**config.mk**
```make
export PLATFORM = sky130hd
export DESIGN_NAME = sei_message_byte_parser
export DESIGN_NICKNAME = d
export VERILOG_FILES = /design/src/sei_pkg.sv /design/src/sei_message_byte_parser.sv
export SDC_FILE = /design/constraint.sdc
export NUM_CORES = 1
export LEC_CHECK = 0
export BUFFER_PORTS_ARGS = -buffer_cell sky130_fd_sc_hd__buf_2
export CORE_MARGIN = 5
export CORE_UTILIZATION = 45
export CTS_CLUSTER_DIAMETER = 120
export DETAILED_ROUTE_END_ITERATION = 10
export PLACE_DENSITY = 0.66
export SYNTH_ARGS = -nofsm -noshare
export SYNTH_HDL_FRONTEND = slang
export SYNTH_SLANG_ARGS = --single-unit
```
**constraint.sdc**
```tcl
create_clock -name clk -period 5.6 [get_ports clk]
set_clock_uncertainty 0.05 [all_clocks]
set_input_delay 0.84 -clock clk [delete_from_list [all_inputs] [get_ports clk]]
set_output_delay 0.84 -clock clk [all_outputs]
set_load 0.03 [all_outputs]
```
**src/sei_pkg.sv**
```systemverilog
// ----------------------------------------------------------------------------
// sei_pkg
// Shared types and constants for the SEI message byte parser.
// ----------------------------------------------------------------------------
package sei_pkg;

  localparam int unsigned LENGTH_BITS_DEF = 16;

  localparam logic [15:0] USER_TYPE_RST = 16'd5;
  localparam logic [15:0] DIGEST_TYPE_RST = 16'd256;
  localparam logic [7:0] MD5_METHOD_RST = 8'd0;

  localparam logic [7:0] HDR_EXT_BYTE = 8'hFF;
  localparam int unsigned UUID_BYTES = 16;
  localparam int unsigned DIGEST_MIN_SIZE = 17;
  localparam logic [15:0] LAST_FIELD_IDX = 16'd15;
  localparam logic [15:0] IDX_MAX = 16'hFFFF;

  // configuration register indexes
  localparam logic [1:0] CFG_USER_TYPE = 2'd0;
  localparam logic [1:0] CFG_DIGEST_TYPE = 2'd1;
  localparam logic [1:0] CFG_MD5_METHOD = 2'd2;

  // byte kinds
  localparam logic [2:0] KIND_TYPE = 3'd0;
  localparam logic [2:0] KIND_SIZE = 3'd1;
  localparam logic [2:0] KIND_UUID = 3'd2;
  localparam logic [2:0] KIND_USER = 3'd3;
  localparam logic [2:0] KIND_METHOD = 3'd4;
  localparam logic [2:0] KIND_DIGEST = 3'd5;
  localparam logic [2:0] KIND_SKIP = 3'd6;

  // error codes
  localparam logic [2:0] ERR_NONE = 3'd0;
  localparam logic [2:0] ERR_UNKNOWN_TYPE = 3'd1;
  localparam logic [2:0] ERR_TOO_SHORT = 3'd2;
  localparam logic [2:0] ERR_BAD_METHOD = 3'd3;
  localparam logic [2:0] ERR_HDR_OVERFLOW = 3'd4;

  typedef enum logic [6:0] {
    PH_TYPE   = 7'b0000001,
    PH_SIZE   = 7'b0000010,
    PH_UUID   = 7'b0000100,
    PH_USER   = 7'b0001000,
    PH_METHOD = 7'b0010000,
    PH_DIGEST = 7'b0100000,
    PH_SKIP   = 7'b1000000
  } phase_t;

endpackage

```
**src/sei_message_byte_parser.sv**
```systemverilog
// ----------------------------------------------------------------------------
// sei_message_byte_parser
// Labels each byte of an SEI message: header sums, uuid, user data, digest
// method, digest and skipped bytes, with error flags and an end-of-message mark.
// ----------------------------------------------------------------------------
// Usage:
//   in_*  : one message byte per word (valid/ready).
//   out_* : one labelled result word per input byte (valid/ready), carrying
//           kind, index in field, running type and size, latched error and
//           the end-of-message mark.
//   cfg_* : register writes (valid/ready, always ready); index 0 user data
//           type, 1 digest type, 2 accepted digest method. Write while idle.
// Throughput is one byte per cycle while the receiver does not stall. A byte
// passes an input register, then the phase and counter update writes the
// result register.
// When the receiver stalls, the result register holds and the input
// register takes one more byte, after which in_ready drops.
// Reset empties both registers, restores the register defaults and puts the
// parser at the start of a message. State also returns to that point after
// every word marked message_end.
// ----------------------------------------------------------------------------
module sei_message_byte_parser #(
  parameter int unsigned LENGTH_BITS = sei_pkg::LENGTH_BITS_DEF
) (
  input  logic        clk,
  input  logic        rst_n,
  input  logic        in_valid,
  output logic        in_ready,
  input  logic [7:0]  in_data_byte,
  output logic        out_valid,
  input  logic        out_ready,
  output logic [7:0]  out_byte_value,
  output logic [2:0]  out_byte_kind,
  output logic [15:0] out_field_index,
  output logic [15:0] out_payload_type,
  output logic [15:0] out_payload_size,
  output logic [2:0]  out_error_code,
  output logic        out_message_end,
  input  logic        cfg_valid,
  output logic        cfg_ready,
  input  logic [1:0]  cfg_index,
  input  logic [15:0] cfg_data
);

  localparam int unsigned W = LENGTH_BITS;
  localparam int unsigned CW = (W > 16) ? W : 16;
  localparam logic [W-1:0] SUM_MAX = {W{1'b1}};

  logic [15:0] cfg_user_r, cfg_digest_r;
  logic [7:0]  cfg_md5_r;

  logic        in_valid_r;
  logic [7:0]  in_byte_r;
  logic        adv;

  sei_pkg::phase_t phase_r, phase_nxt;
  logic [W-1:0] type_sum_r, type_sum_nxt;
  logic [W-1:0] size_sum_r, size_sum_nxt;
  logic [W-1:0] pos_r, pos_nxt;
  logic [15:0]  cnt_r, cnt_nxt;
  logic [2:0]   err_r, err_nxt;
  logic         end_nxt;
  logic [2:0]   kind_nxt;

  logic        out_valid_r;
  logic [7:0]  out_byte_r;
  logic [2:0]  out_kind_r;
  logic [15:0] out_idx_r;
  logic [15:0] out_type_r;
  logic [15:0] out_size_r;
  logic [2:0]  out_err_r;
  logic        out_end_r;

  assign cfg_ready = 1'b1;
  assign adv = in_valid_r && (!out_valid_r || out_ready);
  assign in_ready = !in_valid_r || adv;

  always_ff @(posedge clk) begin
    if (!rst_n) begin
      cfg_user_r   <= sei_pkg::USER_TYPE_RST;
      cfg_digest_r <= sei_pkg::DIGEST_TYPE_RST;
      cfg_md5_r    <= sei_pkg::MD5_METHOD_RST;
    end else if (cfg_valid) begin
      unique case (cfg_index)
        sei_pkg::CFG_USER_TYPE:   cfg_user_r <= cfg_data;
        sei_pkg::CFG_DIGEST_TYPE: cfg_digest_r <= cfg_data;
        sei_pkg::CFG_MD5_METHOD:  cfg_md5_r <= cfg_data[7:0];
        default: ;
      endcase
    end
  end

  always_comb begin
    logic [W:0]   add_v;
    logic [W-1:0] sum_v;
    logic [2:0]   err_v;
    logic [15:0]  cnt_inc;
    logic         is_user;
    logic         is_known;
    phase_nxt    = phase_r;
    type_sum_nxt = type_sum_r;
    size_sum_nxt = size_sum_r;
    pos_nxt      = pos_r;
    err_v        = err_r;
    end_nxt      = 1'b0;
    cnt_inc      = (cnt_r != sei_pkg::IDX_MAX) ? cnt_r + 16'd1 : cnt_r;
    cnt_nxt      = cnt_inc;
    add_v        = {1'b0, (phase_r == sei_pkg::PH_TYPE) ? type_sum_r : size_sum_r}
                   + (W+1)'(in_byte_r);
    sum_v        = add_v[W-1:0];
    if (add_v[W]) begin
      sum_v = SUM_MAX;
    end
    is_user  = CW'(type_sum_r) == CW'(cfg_user_r);
    is_known = (CW'(sum_v) == CW'(cfg_user_r)) || (CW'(sum_v) == CW'(cfg_digest_r));
    unique case (phase_r) inside
      sei_pkg::PH_TYPE: begin
        if (add_v[W] && err_v == sei_pkg::ERR_NONE) err_v = sei_pkg::ERR_HDR_OVERFLOW;
        type_sum_nxt = sum_v;
        if (in_byte_r != sei_pkg::HDR_EXT_BYTE) begin
          phase_nxt = sei_pkg::PH_SIZE;
          cnt_nxt   = '0;
          if (!is_known && err_v == sei_pkg::ERR_NONE) err_v = sei_pkg::ERR_UNKNOWN_TYPE;
        end
      end
      sei_pkg::PH_SIZE: begin
        if (add_v[W] && err_v == sei_pkg::ERR_NONE) err_v = sei_pkg::ERR_HDR_OVERFLOW;
        size_sum_nxt = sum_v;
        if (in_byte_r != sei_pkg::HDR_EXT_BYTE) begin
          cnt_nxt = '0;
          if (err_v != sei_pkg::ERR_NONE) begin
            phase_nxt = sei_pkg::PH_SKIP;
          end else if (is_user) begin
            if (sum_v < W'(sei_pkg::UUID_BYTES)) begin
              err_v     = sei_pkg::ERR_TOO_SHORT;
              phase_nxt = sei_pkg::PH_SKIP;
            end else begin
              phase_nxt = sei_pkg::PH_UUID;
            end
          end else begin
            if (sum_v < W'(sei_pkg::DIGEST_MIN_SIZE)) begin
              err_v     = sei_pkg::ERR_TOO_SHORT;
              phase_nxt = sei_pkg::PH_SKIP;
            end else begin
              phase_nxt = sei_pkg::PH_METHOD;
            end
          end
          end_nxt = (sum_v == '0);
        end
      end
      sei_pkg::PH_UUID, sei_pkg::PH_DIGEST: begin
        pos_nxt = pos_r + W'(1);
        if (cnt_r == sei_pkg::LAST_FIELD_IDX) begin
          phase_nxt = (phase_r == sei_pkg::PH_UUID) ? sei_pkg::PH_USER : sei_pkg::PH_SKIP;
          cnt_nxt   = '0;
        end
        end_nxt = (pos_nxt >= size_sum_r);
      end
      sei_pkg::PH_METHOD: begin
        pos_nxt = pos_r + W'(1);
        if (in_byte_r != cfg_md5_r && err_v == sei_pkg::ERR_NONE) begin
          err_v = sei_pkg::ERR_BAD_METHOD;
        end
        phase_nxt = sei_pkg::PH_DIGEST;
        cnt_nxt   = '0;
        end_nxt   = (pos_nxt >= size_sum_r);
      end
      default: begin
        pos_nxt = pos_r + W'(1);
        end_nxt = (pos_nxt >= size_sum_r);
      end
    endcase
    err_nxt = err_v;
  end

  always_comb begin
    unique case (phase_r)
      sei_pkg::PH_TYPE:   kind_nxt = sei_pkg::KIND_TYPE;
      sei_pkg::PH_SIZE:   kind_nxt = sei_pkg::KIND_SIZE;
      sei_pkg::PH_UUID:   kind_nxt = sei_pkg::KIND_UUID;
      sei_pkg::PH_USER:   kind_nxt = sei_pkg::KIND_USER;
      sei_pkg::PH_METHOD: kind_nxt = sei_pkg::KIND_METHOD;
      sei_pkg::PH_DIGEST: kind_nxt = sei_pkg::KIND_DIGEST;
      default:            kind_nxt = sei_pkg::KIND_SKIP;
    endcase
  end

  // input register
  always_ff @(posedge clk) begin
    if (!rst_n) begin
      in_valid_r <= 1'b0;
    end else if (in_ready) begin
      in_valid_r <= in_valid;
    end
  end

  always_ff @(posedge clk) begin
    if (in_ready && in_valid) begin
      in_byte_r <= in_data_byte;
    end
  end

  // message state
  always_ff @(posedge clk) begin
    if (!rst_n) begin
      phase_r    <= sei_pkg::PH_TYPE;
      type_sum_r <= '0;
      size_sum_r <= '0;
      pos_r      <= '0;
      cnt_r      <= '0;
      err_r      <= sei_pkg::ERR_NONE;
    end else if (adv) begin
      if (end_nxt) begin
        phase_r    <= sei_pkg::PH_TYPE;
        type_sum_r <= '0;
        size_sum_r <= '0;
        pos_r      <= '0;
        cnt_r      <= '0;
        err_r      <= sei_pkg::ERR_NONE;
      end else begin
        phase_r    <= phase_nxt;
        type_sum_r <= type_sum_nxt;
        size_sum_r <= size_sum_nxt;
        pos_r      <= pos_nxt;
        cnt_r      <= cnt_nxt;
        err_r      <= err_nxt;
      end
    end
  end

  // result register
  always_ff @(posedge clk) begin
    if (!rst_n) begin
      out_valid_r <= 1'b0;
    end else if (adv) begin
      out_valid_r <= 1'b1;
    end else if (out_ready) begin
      out_valid_r <= 1'b0;
    end
  end

  always_ff @(posedge clk) begin
    if (adv) begin
      out_byte_r <= in_byte_r;
      out_kind_r <= kind_nxt;
      out_idx_r  <= cnt_r;
      out_type_r <= 16'(type_sum_nxt);
      out_size_r <= 16'(size_sum_nxt);
      out_err_r  <= err_nxt;
      out_end_r  <= end_nxt;
    end
  end

  assign out_valid        = out_valid_r;
  assign out_byte_value   = out_byte_r;
  assign out_byte_kind    = out_kind_r;
  assign out_field_index  = out_idx_r;
  assign out_payload_type = out_type_r;
  assign out_payload_size = out_size_r;
  assign out_error_code   = out_err_r;
  assign out_message_end  = out_end_r;

  a_end_clears: assert property (@(posedge clk) disable iff (!rst_n)
    adv && end_nxt |=> phase_r == sei_pkg::PH_TYPE && type_sum_r == '0 && err_r == '0)
    else $error("state not cleared after message end");

  a_payload_size: assert property (@(posedge clk) disable iff (!rst_n)
    phase_r != sei_pkg::PH_TYPE && phase_r != sei_pkg::PH_SIZE |-> size_sum_r != '0)
    else $error("payload phase with empty size");

  a_err_sticky: assert property (@(posedge clk) disable iff (!rst_n)
    adv && err_r != sei_pkg::ERR_NONE && !end_nxt |=> err_r == $past(err_r))
    else $error("latched error changed within a message");

  a_in_hold: assert property (@(posedge clk) disable iff (!rst_n)
    in_valid_r && !adv |=> in_valid_r && $stable(in_byte_r))
    else $error("input register lost a word");

endmodule
```
==> flow_summary.toml, run 1 <==
[floorplanning]
rows = 55
fp.dieH_um = 161
dieArea_sq_um = 26000
start_util_pct = 45.7
core_area_sq_um = 22600
dieWidth_um = 161
ios = 97

[layout]
fill_cells = 2158
finalNetCount = 1299
finalInstanceArea_sq_um = 11600
diodes = 0
syn_to_final_growth_pct = 12.8
drive_gt1_share_pct = 15.2

[critical_path]
end_kind = "flop"
crit_fanout = 33
r2r_slack_ps = 210
required_ps = 5890
worst-r2r-cell-count = 14
worstSetupPathType = "reg -> reg"
r2r_end = "type_sum_r[9]"
cpMaxStageDelayCell = "or4_4"
worstPathCellList = "or4_4, nor2_4, o21ai_0, ha_1, a21oi_1, nand3_1, o21ai_0, o21ai_0, a2111oi_4, nand4_4, o31a_1, buf_4, a31o_1, and2_1"
slowest_delay_ps = 640
crit_arrival_ps = 5680
cp_common_cell = "o21ai_0"
critPathLaunchType = "flop"
crit_start = "phase_r[2]"
r2r-start = "phase_r[2]"

[grt]
grt_max_degree = 71
grt_pass1_vias = 8383
grtUsageTotal_pct = 22.9
gr-total-overflow = 0
grt_pass1_wl_mm = 47.4
antenna_found_initial = 0

[timing]
slew_headroom_pct = 22.4
period_needed_ps = 5390
worst_pin_slew_ps = 1160
max_clock_freq_mhz = 186
maxSlewViolCount = 0
final.setup.tns_ps = 0
rsz0062_at_grt = "false"
finalCritPeriodShare_pct = 96.2
hold_viol_final = 0
finalSetupViolCount = 0

[synth]
syn_area_per_cell_sq_um = 8.78
synthTopCellsByCount = "nand2_1 (183), dfxtp_1 (116), a21oi_1 (107)"
syn_nets = 1232
synthTopCellsByArea = "dfxtp_1 (23%), edfxtp_1 (21%), nand2_1 (6.7%), a21oi_1 (5.2%), o21ai_0 (3.3%)"
yosysWarnings = 0
ys_types = 90
ys_seq_area_share_pct = 43.2
synth_largest_area_cell = "dfxtp_1"
yosysMostFrequentCell = "nand2_1"
synth-seq-cells = 187
syn_area_sq_um = 10300
synthFlopType = "dfxtp_1"
async_reset_ff_share_pct = 0
syn_inst = 1174
synth_top_cell_area_share_pct = 22.5
synth-edff-count = 71

[min_path]
hold_path_class = "reg -> reg"
hold_path_depth = 2
min_from = "size_sum_r[3]"
hold_end = "size_sum_r[3]"

[routing]
drtPass1Iterations = 5
first_iter_violations = 823
routed_wl_mm = 30.1
ant_nets = 0
drc = 0
viasPerCell = 5.89
vias = 9069
wire_per_inst_um = 19.6

[cts]
cts_tree = "done"
clk_latency_ps = 440
ctsLongestPathBuffers = 2
cts_buffers = 17
clock_sinks = 187
cts_root_buffer = "clkbuf_16"
clk_pin_slew_ps = 80
htree_levels = 4

[placement]
place_area_sq_um = 11000
place_congestion = 0.979
dpl.hpwl_mm = 21.6
io_buffers = 95

[job]
maxCapViolations = 0

[outcome]
status = "complete, no violations"

[pwr]
power_density_nw_per_um2 = 284
ir_drop_mv = 0.191
power.leakage_nw = 4.37
total_power_w = 0.00330
[state kept, by name, indices dropped and copies added (netlist names), 8 cells and up]
register / cells
out_byte_value: 8
out_field_index: 16
cnt_r: 16
out_payload_size: 16
out_payload_type: 16
size_sum_r: 16
cfg_user_r: 16
in_byte_r: 8
type_sum_r: 16
cfg_md5_r: 8
cfg_digest_r: 16
pos_r: 16
[power breakdown]
part / switching, W / internal (W)
clock network: 0.000613 / 0.000640
logic: 0.000370 / 0.000173
registers: 0.0000396 / 0.00146
total: 0.00102 / 0.00228
[through the flow]
stage | util (%) | setup WS (ps) | instances | hold WS (ps)
2_1_floorplan | - | 158 | 1174 | 356
5_1_grt | 51.5 | 23.0 | 1539 | 441
3_3_place_gp | 48.7 | 285 | 1505 | 391
4_1_cts | 51.4 | 229 | 1537 | 406
3_5_place_dp | 48.7 | 246 | 1505 | 396
6_report | 51.5 | 212 | 1539 | 403
[placed cells by master (no fill, tap or decap), drive strengths merged, types with 36 or more instances in the layout]
cell type / synthesis / routed
a21oi: 107 / 107
buf: 20 / 120
dfxtp: 116 / 116
edfxtp: 71 / 71
inv: 30 / 38
nand2: 184 / 184
nand3: 62 / 62
nor2: 72 / 72
o21ai: 74 / 74
xor2: 36 / 36
[routing by layer]
metal  share of wire [%]  vias to the layer above  GRT usage [%]
li1                    -                     4396              -
met1                  47                     4259           33.3
met2                  43                      359           34.1
met3                 6.9                       55           3.85
met4                 3.3                        0           9.07
met5                   0                        -              0
[worst max path at each step]
stage	endpoint	slack, ps	cells after the start
after CTS	pos_r[12]	230	13
final	type_sum_r[9]	210	14
after detailed placement	pos_r[12]	250	13
after floorplan	size_sum_r[9]	160	22
after global placement	pos_r[11]	280	13
after global routing	pos_r[13]	20	14
[cell families (layout without fill, tap and decap cells)]
group                      count (synthesis)  in the layout  synth area share (%)
DFF                                      187            187                  43.2
AOI/OAI and AO/OA                        300            300                  18.8
muxes                                     13             13                  1.30
and+or+nand+nor                          473            473                  22.9
adders and majority gates                 27             27                  3.35
other                                      1              1                0.0364
buffers and inverters                    102            182                  4.24
xor gates and xnor gates                  71             71                  6.24
[worst max-delay path: cells and delay by family (launching register included)]
family                   cells  cell delay, ps
AO/OA/AOI/OAI                7            2550
adder cells (fa/ha/maj)      1             410
buffers and inverters        1             280
flip-flops                   1             420
AND/OR/NAND/NOR              5            1540
[cell type report]
type | instances | area, sq um | share of cell area (%)
Inverter | 30 | 115 | 0.990
Clock inverter | 15 | 173 | 1.48
Clock buffer | 17 | 425 | 3.66
Sequential cell | 187 | 4450 | 38.3
Timing Repair Buffer | 120 | 676 | 5.81
Multi-Input combinational cell | 885 | 5430 | 46.7
Tap cell | 285 | 357 | 3.07
[what timing repair did]
| item | CTS | global route |
|---|---|---|
| hold buffers | 0 | 0 |
| endpoints found under the setup margin | 0 | 13 |
| buffers inserted | 0 | 2 |
| resized for setup | 0 | 3 |
(Power assumes the default switching activity.)
==> inputs of run 2 (changes only) <==
--- a/config.mk
+++ b/config.mk
@@ -6,11 +6,12 @@
 export NUM_CORES = 1
 export LEC_CHECK = 0
 export BUFFER_PORTS_ARGS = -buffer_cell sky130_fd_sc_hd__buf_2
-export CORE_MARGIN = 5
+export CORE_ASPECT_RATIO = 0.9
 export CORE_UTILIZATION = 45
 export CTS_CLUSTER_DIAMETER = 120
 export DETAILED_ROUTE_END_ITERATION = 10
 export PLACE_DENSITY = 0.66
+export SETUP_SLACK_MARGIN = 0.1
 export SYNTH_ARGS = -nofsm -noshare
 export SYNTH_HDL_FRONTEND = slang
 export SYNTH_SLANG_ARGS = --single-unit
==> run 2 against run 1 <==
  * Cell count increased by 0.78%
  * Global-route usage grew 2.9 points
  * Worst hold slack improved by 5.4 ps
  * Flip-flop and latch count unchanged
  * Via count grew 0.46%
  * Non-clock buffer count stayed put
  * Sequential power about the same
  * Die area decreased by 9.7%
  * Largest cell class unchanged
  * Critical path depth increased by 1
  * Maximum frequency up 3.5%
  * Highest routed layer unchanged
==> flow_summary.toml, run 2 (same netlist as run 1, synthesis figures left out) <==
[routing]
wire_per_inst_um = 19.4
drc = 0
ant_nets = 0
viasPerCell = 5.87
drtPass1Iterations = 6
routed_wl_mm = 30.1
first_iter_violations = 788
vias = 9111

[layout]
ff_latch_area_sq_um = 4450
fill_cells = 2114
layout_common_cells = "nand2_1 (183), dfxtp_1 (116), a21oi_1 (107), buf_2 (95), edfxtp_1 (71)"
diodes = 0
finalInstanceArea_sq_um = 11600
syn_to_final_growth_pct = 12.9
fin_util_pct = 51.9
layout_commonest_cell = "nand2_1"
drive_gt1_share_pct = 15.2
finalNetCount = 1299
final_cells = 1551
multi_input_area_sq_um = 5430

[pwr]
ir_drop_mv = 0.162
total_power_w = 0.00326
p_int_w = 0.00224
power_density_nw_per_um2 = 280
seq_power_share_pct = 46.2
clockPowerShare_pct = 37.0
p_sw_w = 0.00102
switching_share_pct = 31.3
power.leakage_nw = 4.36
combPwrFrac_pct = 16.7

[timing]
rsz0062_at_grt = "false"
worst_pin_slew_ps = 1030
period_needed_ps = 5210
finalCritPeriodShare_pct = 93.0
final.setup.tns_ps = 0
slew_headroom_pct = 31.4
finalSetupViolCount = 0
hold_viol_final = 0
max_clock_freq_mhz = 192
maxSlewViolCount = 0

[critical_path]
worstPathCellList = "or4_4, nor2_4, buf_4, o21ai_0, ha_1, a21oi_1, nand2_1, o21ai_0, nor2_1, nor3_1, xor2_1, o2111ai_1, nor4_2, a221oi_1, or2_1"
crit_arrival_ps = 5350
cp_common_cell = "o21ai_0"
cp.depth = 15
worst-r2r-cell-count = 15
r2r_slack_ps = 390
critPathCapture = "out_error_code[0]"
required_ps = 5740
critical_path.top_delay_family = "simple AND/OR/NAND/NOR gates"
crit_fanout = 12
cpMaxStageDelayCell = "nor3_1"
slowest_delay_ps = 760
crit_start = "phase_r[2]"
end_kind = "flop"
r2r-start = "phase_r[2]"
r2r_end = "out_error_code[0]"
cp.buffers_inverters = 1
worstSetupPathType = "reg -> reg"
critPathLaunchType = "flop"

[cts]
cts_buffers = 17
clk_latency_ps = 440
cts_root_buffer = "clkbuf_16"
clk_pin_slew_ps = 80
cts_tree = "done"
htree_levels = 4
clock_sinks = 187
hold_buffers = 0
ctsLongestPathBuffers = 2

[floorplanning]
fp.dieH_um = 146
core_area_sq_um = 22400
start_util_pct = 45.9
dieWidth_um = 162
rows = 52
dieArea_sq_um = 23500
ios = 97

[min_path]
hold_path_class = "reg -> reg"
min_from = "size_sum_r[3]"

[outcome]
status = "complete, no violations"

[grt]
grt_pass1_vias = 8147
grt_max_degree = 72
grtUsageTotal_pct = 25.8
grt_pass1_wl_mm = 46.8
antenna_found_initial = 0
gr-total-overflow = 0

[placement]
place_area_sq_um = 11000
dpl.hpwl_mm = 22.0
dp.cells = 1517
place_congestion = 0.961
io_buffers = 95

[job]
maxCapViolations = 0
-- run 2: cell count changes in the layout (fill, tap and decap cells not counted), sizes merged --
cell    delta
bufinv     -1
clkinv     +1
-- run 2: worst min-delay path by stage --
stage | depth (start not counted) | end | slack [ps]
finish | 2 | size_sum_r[3] | 410
CTS | 2 | size_sum_r[3] | 410
floorplan | 0 | out_field_index[3] | 360
detailed placement | 2 | size_sum_r[3] | 400
global placement | 2 | size_sum_r[3] | 390
global route | 2 | size_sum_r[3] | 420
-- run 2: tightest hold or removal path, cell delays in order, from the launching register on --
cell and delay (ps):
dfxtp_1 310, nand2_1 50, a21oi_1 50
-- run 2: stage by stage --
stage               hold WS [ps]  setup WS [ps]
CTS                          409            312
finish                       408            394
global route                 419            107
detailed placement           399            318
global placement             389            370
floorplan                    356            158
-- run 2: area by class of cell --
class | instances | share of cell area [%]
multi-input cells | 885 | 46.7
flip-flops and latches | 187 | 38.3
repair buffers | 120 | 5.80
clock buffers | 17 | 3.65
well taps | 297 | 3.19
clock inverters | 15 | 1.44
inverters | 30 | 0.989
-- run 2: repair_timing --
item / CTS / global route
buffers inserted: 0 / 2
resized for setup: 0 / 3
endpoints found under the setup margin: 0 / 14
-- run 2: per-layer routing --
metal	GRT usage, %	routed length, um	vias to the layer above
met2	37.2	12800	376
met5	0	0	-
met1	38.5	14300	4295
met4	9.25	775	0
li1	-	-	4393
met3	4.50	2170	47
-- run 2: power groups by stage --
stage / registers [W] / clock network [W] / logic, W
6_report: 0.00151 / 0.00121 / 0.000545
5_1_grt: 0.00151 / 0.00128 / 0.000587
4_1_cts: 0.00150 / 0.00123 / 0.000534
3_5_place_dp: 0.00154 / 0 / 0.000532
3_3_place_gp: 0.00154 / 0 / 0.000528
2_1_floorplan: 0.00158 / 0 / 0.000327
==> inputs of run 3 (changes only) <==
--- a/config.mk
+++ b/config.mk
@@ -5,6 +5,7 @@
 export SDC_FILE = /design/constraint.sdc
 export NUM_CORES = 1
 export LEC_CHECK = 0
+export ABC_AREA = 1
 export BUFFER_PORTS_ARGS = -buffer_cell sky130_fd_sc_hd__buf_2
 export CORE_ASPECT_RATIO = 0.9
 export CORE_UTILIZATION = 45
==> run 3 against run 2 <==
  * Clock power decreased by 3%
  * Area after synthesis fell by 3.7%
  * Worst setup slack improved by 310 ps
  * Critical endpoint is now size_sum_r[15]
  * Cell count rose by 6.8%
  * Maximum frequency is 6.4% higher
==> flow_summary.toml, run 3 <==
[outcome]
status = "complete, no violations"

[timing]
maxSlewViolCount = 0
rsz0062_at_grt = "false"
finalSetupViolCount = 0
worst_pin_slew_ps = 1090
final.setup.tns_ps = 0
slew_headroom_pct = 26.9
max_clock_freq_mhz = 204
finalCritPeriodShare_pct = 87.4
layout_setup_ws_ps = 706
period_needed_ps = 4890
hold_viol_final = 0

[grt]
grt_pass1_wl_mm = 43.7
antenna_found_initial = 0
grt_pass1_vias = 8063
grtUsageTotal_pct = 25.3
gr-total-overflow = 0
grt_max_degree = 56

[placement]
io_buffers = 95
place_congestion = 0.943
place_area_sq_um = 10600
dpl.hpwl_mm = 20.3
place_ws_ps = 787

[critical_path]
critPathLaunchType = "flop"
crit_arrival_ps = 5200
worstSetupPathType = "reg -> reg"
end_kind = "flop"
required_ps = 5900
crit_fanout = 37

[layout]
drive_gt1_share_pct = 14.7
finalNetCount = 1411
layout_commonest_cell = "nand2_1"
layout_common_cells = "nand2_1 (322), inv_1 (127), dfxtp_1 (116), nor2_1 (101), a21oi_1 (99)"
finalInstanceArea_sq_um = 11200
syn_to_final_growth_pct = 12.7
diodes = 0
fin_util_pct = 51.7

[pwr]
power.leakage_nw = 4.51
power_density_nw_per_um2 = 343
ir_drop_mv = 0.200

[min_path]
hold_path_class = "reg -> reg"

[cts]
cts_root_buffer = "clkbuf_16"
ctsLongestPathBuffers = 2
clk_latency_ps = 440
hold_buffers = 0
cts_buffers = 17
post_cts_buffers = 0
cts_tree = "done"
clk_pin_slew_ps = 80
clock_sinks = 187
htree_levels = 4
cts_resized = 0

[synth]
synthTopCellsByCount = "nand2_1 (323), inv_1 (128), dfxtp_1 (116)"
ys_seq_area_share_pct = 44.9
ys_types = 47
synthTopCellsByArea = "dfxtp_1 (23%), edfxtp_1 (21%), nand2_1 (12%), a21oi_1 (5.0%), inv_1 (4.8%)"
synth-seq-cells = 187
synth_largest_area_cell = "dfxtp_1"
synth-edff-count = 71
synth_top_cell_area_share_pct = 23.4
syn_area_per_cell_sq_um = 7.80
synthFlopType = "dfxtp_1"
syn_nets = 1330
async_reset_ff_share_pct = 0
syn_inst = 1272
yosysWarnings = 0
syn_area_sq_um = 9930
yosysMostFrequentCell = "nand2_1"

[routing]
met3WireLength_mm = 1.72
wire_per_inst_um = 16.4
routed_wl_mm = 27.2
met1_length_mm = 13.1
ant_nets = 0
first_iter_violations = 626
vias = 8711
top_layer = "met4"
viasPerCell = 5.26
drc = 0
route.met2.wl_mm = 11.9
drtPass1Iterations = 4

[floorplanning]
dieWidth_um = 159
fp.dieH_um = 143
core_area_sq_um = 21600
start_util_pct = 45.9
ios = 97
rows = 51
dieArea_sq_um = 22700

[job]
maxCapViolations = 0
[run 3: final timing paths]
check,startpoint,end,slack (ps),cells after the start
max,phase_r[0],size_sum_r[15],710,23
min,cfg_digest_r[14],cfg_digest_r[14],430,2
max reg2reg,phase_r[0],size_sum_r[15],710,23
min reg2reg,cfg_digest_r[14],cfg_digest_r[14],430,2
[run 3: cell families (layout without fill, tap and decap cells)]
kind of cell    Yosys count  count (layout)  share of synthesized area [%]
simple gates            601             601                           27.1
compound gates          209             209                           11.3
flops                   187             187                           44.9
buf+inv                 185             279                           7.70
xor+xnor                 61              61                           5.38
fa+ha+maj                27              27                           3.48
other cells               1               1                         0.0378
mux                       1               1                          0.101
[run 3: where the power goes]
group / internal (W) / switching, W
Sequential: 0.00152 / 0.0000575
Combinational: 0.000274 / 0.000821
Clock: 0.000587 / 0.000584
[run 3: area by class of cell]
cell class / instances / area, sq um
inverter: 141 / 534
clock inverter: 15 / 136
fill: 2075 / 10500
clock buffer: 17 / 425
multi-input combinational: 900 / 4710
timing repair buffer: 106 / 558
tap: 291 / 364
sequential: 187 / 4450
[run 3: stage by stage]
step	total power, W	std cells	hold slack [ps]
after floorplan	0.00242	1272	394
after global placement	0.00267	1625	413
after detailed placement	0.00268	1625	416
after CTS	0.00384	1657	427
after global routing	0.00403	1657	441
final	0.00384	1657	430
[run 3: worst max-delay path: stages (launching register included)]
cell and delay [ps]:
dfxtp_1 430, nand2_2 90, nor2_4 270, nand2_4 280, o21ai_0 250, ha_1 220
inv_1 70, fa_1 400, nand3b_1 180, nand2_1 140, nand2_1 70, nand2_1 140
nand3_4 100, nor2_2 120, nand2_2 350, buf_4 320, nand3_1 150, nor2_1 60
nand4_1 110, o21ai_2 100, nor2_4 320, buf_4 330, nand2_1 80, a21oi_1 130
[run 3: per-layer routing]
layer / vias up / global-route usage (%)
met1: 4062 / 37.0
met2: 268 / 38.1
met5: - / 0
met4: 0 / 7.64
met3: 30 / 3.85
li1: 4351 / -
